`config.mk`:
```
export PLATFORM = sky130hd
export DESIGN_NAME = packed_triangle_index_convert_core
export DESIGN_NICKNAME = d
export VERILOG_FILES = /design/src/design/ptic_pkg.sv /design/src/design/ptic_dpath.sv /design/src/design/ptic_ctrl.sv /design/src/design/packed_triangle_index_convert_core.sv
export VERILOG_INCLUDE_DIRS = /design/src /design/src/design
export SDC_FILE = /design/constraint.sdc
export NUM_CORES = 2
export LEC_CHECK = 0
export ABC_CLOCK_PERIOD_IN_PS = 14000
export BUFFER_PORTS_ARGS = -buffer_cell sky130_fd_sc_hd__buf_2
export CORE_ASPECT_RATIO = 0.7
export CORE_UTILIZATION = 50
export CTS_CLUSTER_DIAMETER = 30
export CTS_CLUSTER_SIZE = 12
export DETAILED_ROUTE_END_ITERATION = 8
export GPL_TIMING_DRIVEN = 0
export PLACE_DENSITY_LB_ADDON = 0.2
export SLEW_MARGIN = 20
export SYNTH_ARGS = -nofsm -noshare
export SYNTH_HDL_FRONTEND = slang
export SYNTH_SLANG_ARGS = --single-unit
export TNS_END_PERCENT = 5
```
`constraint.sdc`:
```
create_clock -name clk_i -period 14 [get_ports clk_i]
set_clock_uncertainty 0.15 [all_clocks]
set_input_delay 1.4 -clock clk_i [delete_from_list [all_inputs] [get_ports clk_i]]
set_output_delay 1.4 -clock clk_i [all_outputs]
set_load 0.02 [all_outputs]
```
`src/design/assert_macros.svh`:
```
// Assertion macros shared by the RTL that checks itself.
// No dependencies; include by bare file name.
`ifndef ASSERT_MACROS_SVH
`define ASSERT_MACROS_SVH

// Same-cycle implication, disabled while reset is asserted (active low).
`define ASSERT_IMPLIES(label, clk, rst_n, ante, cons) \
  label: assert property (@(posedge clk) disable iff (!(rst_n)) (ante) |-> (cons)) \
    else $error("%m: implication failed");

// Next-cycle implication, disabled while reset is asserted (active low).
`define ASSERT_NEXT(label, clk, rst_n, ante, cons) \
  label: assert property (@(posedge clk) disable iff (!(rst_n)) (ante) |=> (cons)) \
    else $error("%m: next-cycle implication failed");

`endif

```
`src/design/ptic_pkg.sv`:
```
// Shared types and constants for the packed triangle index converter.
// Used by ptic_ctrl, ptic_dpath and the top level; no dependencies.
`default_nettype none

package ptic_pkg;

  // Width of the order bits actually used from the matrix_order register
  localparam int unsigned ORDER_BITS = 16;
  localparam int unsigned CRD_W      = 16;
  localparam int unsigned IDX_W      = 31;
  localparam int unsigned OPD_W      = 17;
  localparam int unsigned MUL_W      = 34;
  localparam logic [CRD_W-1:0] ORDER_MASK = CRD_W'((32'd1 << ORDER_BITS) - 32'd1);
  localparam logic [CRD_W-1:0] ORDER_RESET = CRD_W'(1);

  // Operand selection for the shared multiplier
  typedef enum logic [2:0] {
    MulFwd,
    MulTotal,
    MulSquare,
    MulRowCur,
    MulRowNext
  } mul_sel_e;

  // Source of the result transaction
  typedef enum logic [1:0] {
    OutFwd,
    OutRev,
    OutErr
  } out_sel_e;

  // Commands from controller to datapath
  typedef struct packed {
    logic     load;
    logic     mul_en;
    mul_sel_e mul_sel;
    logic     root_init;
    logic     root_step;
    logic     est_load;
    logic     r_dec;
    logic     r_inc;
    logic     out_load;
    out_sel_e out_sel;
  } ctrl_cmd_t;

  // Status from datapath to controller
  typedef struct packed {
    logic cmd;
    logic fwd_err;
    logic idx_err;
    logic root_last;
    logic rs_gt_k;
    logic r_zero;
    logic r_next_lt_n;
  } dp_status_t;

endpackage

`default_nettype wire

```
`src/design/ptic_dpath.sv`:
```
// Datapath of the packed triangle index converter: order register, shared
// multiplier, bit-serial square root, row register and result registers.
// Depends on ptic_pkg.
`default_nettype none

module ptic_dpath
  import ptic_pkg::*;
(
  input  wire logic             clk_i,
  input  wire logic             rst_ni,
  input  wire logic             cfg_we_i,
  input  wire logic [CRD_W-1:0] cfg_data_i,
  input  wire logic             command_i,
  input  wire logic [CRD_W-1:0] row_in_i,
  input  wire logic [CRD_W-1:0] column_in_i,
  input  wire logic [IDX_W-1:0] packed_index_in_i,
  input  wire ctrl_cmd_t        ctl_i,
  output dp_status_t            sts_o,
  output logic      [IDX_W-1:0] packed_index_out_o,
  output logic      [CRD_W-1:0] row_out_o,
  output logic      [CRD_W-1:0] column_out_o,
  output logic                  range_error_o
);

  logic [CRD_W-1:0] order_q;
  logic             cmd_q;
  logic [CRD_W-1:0] row_q, col_q;
  logic [IDX_W-1:0] idx_q;
  logic [MUL_W-1:0] mul_q;
  logic [MUL_W-1:0] rem_q, rem_d;
  logic [MUL_W-1:0] root_q, root_d;
  logic [MUL_W-1:0] bit_q;
  logic [CRD_W-1:0] r_q;
  logic [IDX_W-1:0] pk_q;
  logic [CRD_W-1:0] ro_q, co_q;
  logic             err_q;

  logic [CRD_W-1:0]   n;
  logic [OPD_W-1:0]   n_ext, two_n1, r_ext, r_next;
  logic [OPD_W-1:0]   mul_a, mul_b;
  logic [MUL_W-1:0]   prod;
  logic [MUL_W-2:0]   half;
  logic [MUL_W-2:0]   idx_ext;
  logic [MUL_W-1:0]   trial;
  logic [OPD_W:0]     est_diff;
  logic [OPD_W-1:0]   est;
  logic [CRD_W-1:0]   r_est;
  logic [IDX_W:0]     fwd_sum;
  logic [2*CRD_W-1:0] col_calc;

  // Configuration register
  always_ff @(posedge clk_i or negedge rst_ni) begin
    if (!rst_ni) begin
      order_q <= ORDER_RESET;
    end else if (cfg_we_i) begin
      order_q <= cfg_data_i;
    end
  end

  assign n       = order_q & ORDER_MASK;
  assign n_ext   = {1'b0, n};
  assign two_n1  = {n, 1'b1};
  assign r_ext   = {1'b0, r_q};
  assign r_next  = r_ext + OPD_W'(1);
  assign half    = mul_q[MUL_W-1:1];
  assign idx_ext = {2'b00, idx_q};

  // Select multiplier operands
  always_comb begin
    mul_a = n_ext;
    mul_b = n_ext + OPD_W'(1);
    case (ctl_i.mul_sel)
      MulFwd: begin
        mul_a = {1'b0, row_q};
        mul_b = two_n1 - {1'b0, row_q} - OPD_W'(2);
      end
      MulTotal: begin
        mul_a = n_ext;
        mul_b = n_ext + OPD_W'(1);
      end
      MulSquare: begin
        mul_a = two_n1;
        mul_b = two_n1;
      end
      MulRowCur: begin
        mul_a = r_ext;
        mul_b = two_n1 - r_ext;
      end
      MulRowNext: begin
        mul_a = r_next;
        mul_b = two_n1 - r_next;
      end
      default: begin
        mul_a = n_ext;
        mul_b = n_ext;
      end
    endcase
  end

  assign prod = {{(MUL_W-OPD_W){1'b0}}, mul_a} * {{(MUL_W-OPD_W){1'b0}}, mul_b};

  // Square root step: trial subtract of root plus current bit
  assign trial = root_q + bit_q;
  always_comb begin
    rem_d  = rem_q;
    root_d = root_q >> 1;
    if (rem_q >= trial) begin
      rem_d  = rem_q - trial;
      root_d = (root_q >> 1) + bit_q;
    end
  end

  // Row estimate from the root, clamped to the order
  assign est_diff = {1'b0, two_n1} - root_q[OPD_W:0];
  assign est      = est_diff[OPD_W:1];
  assign r_est    = (est > n_ext) ? n : est[CRD_W-1:0];

  // Input capture, multiplier and root registers
  always_ff @(posedge clk_i) begin
    if (ctl_i.load) begin
      cmd_q <= command_i;
      row_q <= row_in_i;
      col_q <= column_in_i;
      idx_q <= packed_index_in_i;
    end
    if (ctl_i.mul_en) begin
      mul_q <= prod;
    end
    if (ctl_i.root_init) begin
      rem_q  <= mul_q - {idx_q, 3'b000};
      root_q <= '0;
      bit_q  <= MUL_W'(1) << (MUL_W - 2);
    end else if (ctl_i.root_step) begin
      rem_q  <= rem_d;
      root_q <= root_d;
      bit_q  <= bit_q >> 2;
    end
    if (ctl_i.est_load) begin
      r_q <= r_est;
    end else if (ctl_i.r_dec) begin
      r_q <= r_q - CRD_W'(1);
    end else if (ctl_i.r_inc) begin
      r_q <= r_q + CRD_W'(1);
    end
  end

  // Result values
  assign fwd_sum  = half[IDX_W:0] + {{(IDX_W+1-CRD_W){1'b0}}, col_q};
  assign col_calc = {1'b0, idx_q} - half[2*CRD_W-1:0] + {{CRD_W{1'b0}}, r_q};

  always_ff @(posedge clk_i) begin
    if (ctl_i.out_load) begin
      case (ctl_i.out_sel)
        OutFwd: begin
          pk_q  <= fwd_sum[IDX_W-1:0];
          ro_q  <= row_q;
          co_q  <= col_q;
          err_q <= 1'b0;
        end
        OutRev: begin
          pk_q  <= idx_q;
          ro_q  <= r_q;
          co_q  <= col_calc[CRD_W-1:0];
          err_q <= 1'b0;
        end
        default: begin
          pk_q  <= '0;
          ro_q  <= '0;
          co_q  <= '0;
          err_q <= 1'b1;
        end
      endcase
    end
  end

  // Status to the controller
  assign sts_o.cmd         = cmd_q;
  assign sts_o.fwd_err     = (row_q > col_q) || (col_q >= n);
  assign sts_o.idx_err     = idx_ext >= half;
  assign sts_o.root_last   = bit_q[0];
  assign sts_o.rs_gt_k     = half > idx_ext;
  assign sts_o.r_zero      = (r_q == '0);
  assign sts_o.r_next_lt_n = r_next < n_ext;

  assign packed_index_out_o = pk_q;
  assign row_out_o          = ro_q;
  assign column_out_o       = co_q;
  assign range_error_o      = err_q;

endmodule

`default_nettype wire

```
`src/design/ptic_ctrl.sv`:
```
// Sequencer of the packed triangle index converter: walks the forward or
// reverse conversion steps and owns both channel handshakes. Depends on ptic_pkg.
`default_nettype none

module ptic_ctrl
  import ptic_pkg::*;
(
  input  wire logic       clk_i,
  input  wire logic       rst_ni,
  input  wire logic       in_valid_i,
  output logic            in_stall_o,
  output logic            out_valid_o,
  input  wire logic       out_stall_i,
  input  wire dp_status_t sts_i,
  output ctrl_cmd_t       ctl_o
);

  localparam logic [3:0] S_IDLE      = 4'd0;
  localparam logic [3:0] S_FWD_MUL   = 4'd1;
  localparam logic [3:0] S_FWD_WR    = 4'd2;
  localparam logic [3:0] S_TOT_MUL   = 4'd3;
  localparam logic [3:0] S_TOT_CHK   = 4'd4;
  localparam logic [3:0] S_ROOT_INIT = 4'd5;
  localparam logic [3:0] S_ROOT      = 4'd6;
  localparam logic [3:0] S_EST       = 4'd7;
  localparam logic [3:0] S_DN_MUL    = 4'd8;
  localparam logic [3:0] S_DN_CMP    = 4'd9;
  localparam logic [3:0] S_UP_MUL    = 4'd10;
  localparam logic [3:0] S_UP_CMP    = 4'd11;
  localparam logic [3:0] S_COL_MUL   = 4'd12;
  localparam logic [3:0] S_REV_WR    = 4'd13;
  localparam logic [3:0] S_ERR_WR    = 4'd14;

  logic [3:0] state_q, state_d;
  logic       out_valid_q, out_valid_d;
  logic       in_take, out_free;

  assign in_stall_o = (state_q != S_IDLE);
  assign in_take    = in_valid_i && !in_stall_o;
  assign out_free   = !out_valid_q || !out_stall_i;

  // Next state and datapath commands
  always_comb begin
    state_d       = state_q;
    ctl_o         = '0;
    ctl_o.mul_sel = MulFwd;
    ctl_o.out_sel = OutErr;
    unique case (state_q)
      S_IDLE: begin
        if (in_take) begin
          ctl_o.load = 1'b1;
          state_d    = S_FWD_MUL;
        end
      end
      S_FWD_MUL: begin
        if (sts_i.cmd) begin
          state_d = S_TOT_MUL;
        end else begin
          ctl_o.mul_en  = 1'b1;
          ctl_o.mul_sel = MulFwd;
          state_d       = S_FWD_WR;
        end
      end
      S_FWD_WR: begin
        if (out_free) begin
          ctl_o.out_load = 1'b1;
          ctl_o.out_sel  = sts_i.fwd_err ? OutErr : OutFwd;
          state_d        = S_IDLE;
        end
      end
      S_TOT_MUL: begin
        ctl_o.mul_en  = 1'b1;
        ctl_o.mul_sel = MulTotal;
        state_d       = S_TOT_CHK;
      end
      S_TOT_CHK: begin
        ctl_o.mul_en  = 1'b1;
        ctl_o.mul_sel = MulSquare;
        state_d       = sts_i.idx_err ? S_ERR_WR : S_ROOT_INIT;
      end
      S_ROOT_INIT: begin
        ctl_o.root_init = 1'b1;
        state_d         = S_ROOT;
      end
      S_ROOT: begin
        ctl_o.root_step = 1'b1;
        if (sts_i.root_last) begin
          state_d = S_EST;
        end
      end
      S_EST: begin
        ctl_o.est_load = 1'b1;
        state_d        = S_DN_MUL;
      end
      S_DN_MUL: begin
        if (sts_i.r_zero) begin
          state_d = S_UP_MUL;
        end else begin
          ctl_o.mul_en  = 1'b1;
          ctl_o.mul_sel = MulRowCur;
          state_d       = S_DN_CMP;
        end
      end
      S_DN_CMP: begin
        if (sts_i.rs_gt_k) begin
          ctl_o.r_dec = 1'b1;
          state_d     = S_DN_MUL;
        end else begin
          state_d = S_UP_MUL;
        end
      end
      S_UP_MUL: begin
        if (sts_i.r_next_lt_n) begin
          ctl_o.mul_en  = 1'b1;
          ctl_o.mul_sel = MulRowNext;
          state_d       = S_UP_CMP;
        end else begin
          state_d = S_COL_MUL;
        end
      end
      S_UP_CMP: begin
        if (!sts_i.rs_gt_k) begin
          ctl_o.r_inc = 1'b1;
          state_d     = S_UP_MUL;
        end else begin
          state_d = S_COL_MUL;
        end
      end
      S_COL_MUL: begin
        ctl_o.mul_en  = 1'b1;
        ctl_o.mul_sel = MulRowCur;
        state_d       = S_REV_WR;
      end
      S_REV_WR: begin
        if (out_free) begin
          ctl_o.out_load = 1'b1;
          ctl_o.out_sel  = OutRev;
          state_d        = S_IDLE;
        end
      end
      S_ERR_WR: begin
        if (out_free) begin
          ctl_o.out_load = 1'b1;
          ctl_o.out_sel  = OutErr;
          state_d        = S_IDLE;
        end
      end
      default: begin
        state_d = S_IDLE;
      end
    endcase
  end

  // Hold the result until the receiver takes the transaction
  always_comb begin
    out_valid_d = out_valid_q;
    if (ctl_o.out_load) begin
      out_valid_d = 1'b1;
    end else if (out_valid_q && !out_stall_i) begin
      out_valid_d = 1'b0;
    end
  end

  always_ff @(posedge clk_i or negedge rst_ni) begin
    if (!rst_ni) begin
      state_q     <= S_IDLE;
      out_valid_q <= 1'b0;
    end else begin
      state_q     <= state_d;
      out_valid_q <= out_valid_d;
    end
  end

  assign out_valid_o = out_valid_q;

endmodule

`default_nettype wire

```
`src/design/packed_triangle_index_convert_core.sv`:
```
// Packed upper-triangular index converter, top level.
// Joins the sequencer ptic_ctrl and the datapath ptic_dpath; uses ptic_pkg.
//
// Usage:
//   Input channel (in_valid_i / in_stall_o) carries one conversion request:
//   command 0 maps (row_in, column_in) to a packed index, command 1 maps
//   packed_index_in back to (row, column). Output channel (out_valid_o /
//   out_stall_i) returns one result transaction per request; range_error
//   flags coordinates or an index outside the triangle, with zeroed fields.
//   matrix_order is written through cfg_we_i / cfg_data_i, by the user only while idle; the block does not enforce it.
// Sequencing:
//   One request is in flight at a time. Command 0 multiplies once and then
//   writes its result. Command 1 multiplies for the total and the square,
//   runs the 17-step bit-serial square root, then corrects the row up or down
//   on the one shared 17x17 multiplier; an index out of range goes straight
//   to the error result.
// Reset: the order returns to 1, the sequencer idles, no result is pending.
// Stall: a finished result stays registered while out_stall_i is high; the
//   next request is still accepted and runs until its own result must be
//   written, where it waits for the output register to free.
`default_nettype none
`include "assert_macros.svh"

module packed_triangle_index_convert_core
  import ptic_pkg::*;
(
  input  wire logic             clk_i,
  input  wire logic             rst_ni,
  input  wire logic             cfg_we_i,
  input  wire logic [CRD_W-1:0] cfg_data_i,
  input  wire logic             in_valid_i,
  output logic                  in_stall_o,
  input  wire logic             command_i,
  input  wire logic [CRD_W-1:0] row_in_i,
  input  wire logic [CRD_W-1:0] column_in_i,
  input  wire logic [IDX_W-1:0] packed_index_in_i,
  output logic                  out_valid_o,
  input  wire logic             out_stall_i,
  output logic      [IDX_W-1:0] packed_index_out_o,
  output logic      [CRD_W-1:0] row_out_o,
  output logic      [CRD_W-1:0] column_out_o,
  output logic                  range_error_o
);

  ctrl_cmd_t  ctl;
  dp_status_t sts;

  // Sequencer
  ptic_ctrl u_ctrl (
    .clk_i       (clk_i),
    .rst_ni      (rst_ni),
    .in_valid_i  (in_valid_i),
    .in_stall_o  (in_stall_o),
    .out_valid_o (out_valid_o),
    .out_stall_i (out_stall_i),
    .sts_i       (sts),
    .ctl_o       (ctl)
  );

  // Datapath
  ptic_dpath u_dpath (
    .clk_i              (clk_i),
    .rst_ni             (rst_ni),
    .cfg_we_i           (cfg_we_i),
    .cfg_data_i         (cfg_data_i),
    .command_i          (command_i),
    .row_in_i           (row_in_i),
    .column_in_i        (column_in_i),
    .packed_index_in_i  (packed_index_in_i),
    .ctl_i              (ctl),
    .sts_o              (sts),
    .packed_index_out_o (packed_index_out_o),
    .row_out_o          (row_out_o),
    .column_out_o       (column_out_o),
    .range_error_o      (range_error_o)
  );

  // An accepted request keeps the input side busy in the next cycle
  `ASSERT_NEXT(a_busy_after_accept, clk_i, rst_ni, in_valid_i && !in_stall_o, in_stall_o)

  // Error results carry zeroed fields
  `ASSERT_IMPLIES(a_err_zero, clk_i, rst_ni, out_valid_o && range_error_o, (packed_index_out_o == '0) && (row_out_o == '0) && (column_out_o == '0))

  // A valid coordinate pair never lies below the diagonal
  `ASSERT_IMPLIES(a_upper_tri, clk_i, rst_ni, out_valid_o && !range_error_o, row_out_o <= column_out_o)

endmodule

`default_nettype wire
```
Word-level counts from Yosys, hierarchy flattened. Cells that the tools add are included.

Bitwise gates (word level): 0. Add/subtract/negate cells: 16. Eq/ne operators: 22. Div/mod/pow operators: 0. Mux-type cells: 44. $lt $le $gt $ge: 7. Multipliers: 1. Shift operators: 0. Reductions and logical operators: 20.

Operator list (number): $mux W34 (4); $pmux W17 S5 (1); $pmux W17 S4 (1); $sub A34 B34 Y34 (2); $mux W16 (4); $pmux W16 S2 (2); $pmux W31 S2 (1); $pmux W4 S13 (1); $add A16 B1 Y17 const B (2); $add A33 B33 Y34 (1); $add A34 B33 Y34 (1); $ge A34 B34 Y1 (1); $mul A17 B17 Y34 (1); $sub A17 B16 Y17 (2); $ge A31 B33 Y1 (1); $gt A33 B31 Y1 (1); $add A31 B16 Y31 (1); $eq A4 B4 Y1 const B (7); $mux W4 (7); $pmux W4 S6 (1); $sub A17 B18 Y18 (1); $gt A17 B16 Y1 (1); $lt A17 B16 Y1 (1); $sub A17 B17 Y17 (1); other kinds (33) (64).

Input bits: 85. Memory bits (writable): 0. Flip-flop bits (word level): 284. Latch bits: 0. Word-level logic and storage cells: 126. Output and inout bits: 66. Bits in read-only memories: 0. Memories: 0.

Longest topological paths before layout.
Depth in word-level cells: 8. Depth in mapped cells: 51. Depth with buffers taken out: 49.

Cells and area by module. Synthesis repeated with hierarchy kept, for this count alone.

Cell total of the unflattened synthesis: 3940. Area, all modules: 34610.7 µm².

By module, submodules not included: ptic_dpath (seq. area each 7788.7 µm², area each 33965.1 µm², instances 1, cells an instance 3856); ptic_ctrl (seq. area each 125.1 µm², area each 645.6 µm², instances 1, cells an instance 84).

Least setup slack after synthesis. No wires, ideal clock.

Path type: register -> register. Start: register u_dpath.r_q[0]. End: register u_dpath.mul_q[32] (data pin). Buffers on the path: 3. Stages on the path, launching flop included: 48. Period minus slack after synthesis: 11.487 ns. Arrival time: 11.079 ns. Setup slack: 2.513 ns. Library setup time: 0.258 ns. Data required time: 13.592 ns. Cell sequence: edfxtp_1 > ha_1 > and3_2 > nand3_2 > or3_1 > nor2_1 > xnor2_1 > inv_1 > ha_1 > nand3_1 > nor2_1 > and2_0 > a311o_1 > or2_2 > buf_6 > buf_2 > nor2_1 > xnor2_1 > [... 12 more ...] > fa_1 > fa_1 > fa_1 > fa_1 > fa_1 > inv_1 > fa_1 > inv_1 > ha_1 > nand3_1 > a21oi_1 > a211oi_1 > o221ai_1 > a311o_1 > a2111oi_0 > o21bai_1 > a21oi_1 > xnor2_1.

Cells in the longest elaborated chain, start to end: 7. Elaborated cells on any way between the ends: 16. Those cells by class: 3 x add/sub; 1 x mul; 1 x order compare; 4 x eq/ne; 5 x mux; 2 x reduce/logical.

Ends and longest elaborated chain: start, declared (RTL line ptic_dpath.sv:33) `logic [CRD_W-1:0] r_q;`; start signal, assigned (RTL line ptic_dpath.sv:139) `r_q <= r_est;`; start signal, assigned (RTL line ptic_dpath.sv:141) `r_q <= r_q - CRD_W'(1);`; start signal, assigned (RTL line ptic_dpath.sv:143) `r_q <= r_q + CRD_W'(1);`; $add A16 B1 Y17 (RTL line ptic_dpath.sv:64) `assign r_next = r_ext + OPD_W'(1);`; $lt A17 B16 Y1 (RTL line ptic_dpath.sv:183) `assign sts_o.r_next_lt_n = r_next < n_ext;`; $mux W4 (RTL line ptic_ctrl.sv:113) `if (sts_i.r_next_lt_n) begin`; $pmux W4 S6 (RTL line ptic_ctrl.sv:48) `unique case (state_q)`; $eq A3 B3 Y1, or another cell as far along (RTL line ptic_dpath.sv:72) `case (ctl_i.mul_sel)`; $pmux W17 S5 or $pmux W17 S4 (tied branches) (RTL line ptic_dpath.sv:72); $mul A17 B17 Y34 (*) (RTL line ptic_dpath.sv:100) `assign prod = {{(MUL_W-OPD_W){1'b0}}, mul_a} * {{(MUL_W-OPD_W){1'b0}}, mul_b};`; named net u_dpath.prod[32] (RTL line ptic_dpath.sv:41) `logic [MUL_W-1:0] prod;`; end signal, assigned (RTL line ptic_dpath.sv:127) `mul_q <= prod;`; end, declared (RTL line ptic_dpath.sv:29) `logic [MUL_W-1:0] mul_q;`.

The timed path passes the listed nets; every way through them passes the cells marked *. A chain may end at the register's enable or synchronous reset.

Worst setup path after layout.
Start: register u_dpath.r_q[1]. End: register u_dpath.mul_q[32] (data pin).

The elaborated chain is that of the path after synthesis.

==> run_results.csv <==
group,metric,value,unit
floorplanning,dieArea,68400,µm²
floorplanning,initial_core_util,50.6,%
clock_tree,cts-root-buf,"clkbuf_16",
global_routing,grt_pass1_wl,175000,µm
setup_path,critPathLaunchType,"register",
clock_tree,clock_latency,0.62,ns
cells_and_area,fill_cells,5936,
routing,vias,30000,
floorplanning,floorplan.core_area,66500,µm²
synthesis,netlist-cell-type-count,99,
synthesis,async_flop_share,7.39,%
timing,rsz0062_at_grt,"no",
cells_and_area,areaGrowthSynthToFinish,13.4,%
routing,wl,115000,µm
synthesis,yosysTopAreaCell,"edfxtp_1",
timing,finalHoldViolCount,0,
synthesis,syn-cell-area,33700,µm²
setup_path,critPathLaunch,"u_dpath.r_q[1]",
clock_tree,cts_buffer_depth,3,
setup_path,required,14.21,ns
setup_path,r2r-end,"u_dpath.mul_q[32]",
clock_tree,clkTransAtPathRegs,0.06,ns
timing,fmax,0.0741,GHz
clock_tree,cts_tree,"yes",
timing,drv_slew,0,
setup_path,crit_path_max_fanout,10,
setup_path,crit_path_end,"u_dpath.mul_q[32]",
timing,worst_pin_slew,1.21,ns
timing,period_needed,13.50,ns
global_routing,antenna_found_initial,3,
setup_path,reg2regPathDepth,46,
routing,ant_nets,0,
clock_tree,hold_buffers,0,
cells_and_area,drive_gt1_share,9.57,%
floorplanning,rows,79,
clock_tree,cts.htree.levels,3,
synthesis,synth_most_common_cell,"inv_1",
outcome,status,"finished, final reports clean",
routing,drcViolationCount,0,
clock_tree,cts.sinks,284,
synthesis,ys_seq_area_share,23.5,%
global_routing,grt_pass1_vias,28200,
cells_and_area,finalNetCount,4728,
setup_path,reg2reg_slack,0.50,ns
flow_run,cap_viol_max_count,0,
routing,vias_per_cell,6.07,
synthesis,synth_edf_count,212,
timing,fin_crit_sh,96.4,%
placement,numPortBuffers,150,
placement,globalplace.congestion,1.05,
min_path,hold_path.class,"reg -> reg",
synthesis,synth_seq_cells,284,
global_routing,track_usage,33.8,%
timing,setup_violations,0,
synthesis,synth.area.top_cells,"edfxtp_1, ha_1, fa_1",
synthesis,syn_inst,3770,
floorplanning,boundaryPins,151,
synthesis,synth_top_area_share,18.9,%
placement,dp_hpwl,91600,µm
setup_path,worstReg2RegStart,"u_dpath.r_q[1]",
floorplanning,die_width,312,µm
synthesis,yosys_warnings,0,
min_path,hp-start,"u_dpath.bit_q[16]",
clock_tree,cts-buffers-inserted,66,
synthesis,synth_ff_type,"edfxtp_1",
floorplanning,die_height,219,µm
setup_path,cpMaxStageDelayCell,"fa_1",
synthesis,syn-num-nets,4499,
routing,drtIter0Drc,3858,
routing,firstDrtPassIters,8,
setup_path,worstPathArrival,13.71,ns
synthesis,avgSynthCellArea,8.93,µm²
global_routing,grt_max_degree,36,
setup_path,slowest_delay,0.66,ns
synthesis,synth_common_cells,"inv_1, nand2_1, ha_1",
setup_path,crit_type,"reg -> reg",
setup_path,crit_top_cell,"fa_1",
routing,routedWlPerCell,23.2,µm
global_routing,grt_overflow,0,
timing,slew_headroom,19.1,%
setup_path,cp-end-kind,"register",
timing,finalSetupTns,0,ns
[flip-flops by register name, summed over array words and instances, names as in the netlist, 4 cells and up]
register	cells
u_dpath.idx_q	31
u_dpath.r_q	16
u_dpath.rem_q	34
u_ctrl.state_q	4
u_dpath.row_q	16
u_dpath.n	16
u_dpath.col_q	16
u_dpath.row_out_o	16
u_dpath.packed_index_out_o	31
u_dpath.mul_q	34
u_dpath.column_out_o	16
u_dpath.bit_q	17
u_dpath.root_q	34
[per-layer routing]
layer / part of all wire, % / routed length (µm) / vias up / track usage [%]
li1: - / - / 13700 / -
met1: 45 / 51400 / 14400 / 49.9
met2: 38 / 43400 / 1730 / 45.2
met3: 14 / 16000 / 251 / 11.9
met4: 3.3 / 3780 / 4 / 10.7
met5: 0.020 / 23 / - / 0
[critical path, delay by kind of cell, from the launching register on]
family          cells  cell delay, ns
compound gates     15            4.09
xor+xnor            4            0.62
buf+inv             5            0.79
flops               1            0.50
fa+ha+maj          10            4.82
simple gates       12            2.26
[stage by stage]
step           setup slack, ns  util (%)  area [µm²]  instances  hold WS [ns]
3_3_place_gp            0.0872      53.4       35500       4811         0.335
5_1_grt                 0.0219      57.4       38200       4944         0.363
2_1_floorplan             2.51         -       33700       3770         0.313
4_1_cts                  0.592      57.3       38100       4940         0.339
6_report                 0.503      57.4       38200       4946         0.339
3_5_place_dp             0.652      53.7       35700       4818         0.340
[layout by cell type, fill, tap and decap left out, types with 65 or more instances in the layout]
| cell type | Yosys | routed |
|---|---|---|
| nand2_1 | 417 | 417 |
| clkbuf_1 | 69 | 72 |
| and2_1 | 65 | 65 |
| o21ai_0 | 190 | 189 |
| inv_1 | 468 | 468 |
| nand3_1 | 72 | 72 |
| xnor2_1 | 172 | 172 |
| a22o_1 | 68 | 68 |
| buf_2 | 38 | 188 |
| nor2_1 | 215 | 212 |
| fa_1 | 246 | 246 |
| a21oi_1 | 250 | 249 |
| xor2_1 | 77 | 77 |
| clkbuf_16 | 0 | 68 |
| a21o_1 | 65 | 65 |
| nor3_1 | 70 | 69 |
| ha_1 | 398 | 398 |
| edfxtp_1 | 212 | 212 |
[kinds of logic after synthesis]
| kind of cell | count (synthesis) | share of synthesized area [%] |
|---|---|---|
| AND/OR/NAND/NOR | 1048 | 14.4 |
| AO/OA/AOI/OAI | 917 | 18.2 |
| adder cells (fa/ha/maj) | 644 | 29.4 |
| buffers and inverters | 595 | 6.96 |
| flip-flops | 284 | 23.5 |
| XOR/XNOR | 250 | 6.55 |
| multiplexers | 32 | 0.963 |
[final cells by class]
class,count,area [µm²],share of cell area (%)
antenna,2,5.00,0.0131
buffer,127,586,1.53
clock buffer,74,1750,4.60
clock inverter,48,662,1.73
inverter,468,1760,4.60
multi-input combinational,2891,23500,61.5
sequential,284,7910,20.7
tap,891,1110,2.92
timing repair buffer,161,907,2.38
[how the worst min path moves through the flow]
stage	to	slack [ns]	depth (start not counted)
after global placement	u_dpath.bit_q[14]	0.33	2
after global routing	u_dpath.bit_q[14]	0.36	2
after CTS	u_dpath.bit_q[14]	0.34	2
final	u_dpath.bit_q[14]	0.34	2
after detailed placement	u_dpath.bit_q[14]	0.34	2
after floorplan	u_dpath.root_q[33]	0.31	2
[what timing repair did]
item                                    CTS  global route
buffers inserted                          0             2
endpoints found under the setup margin    0             5
gates resized for setup                   0             2
Power is not shown: default switching activity piles up to over one toggle a cycle in this logic, so the estimate is an artifact.
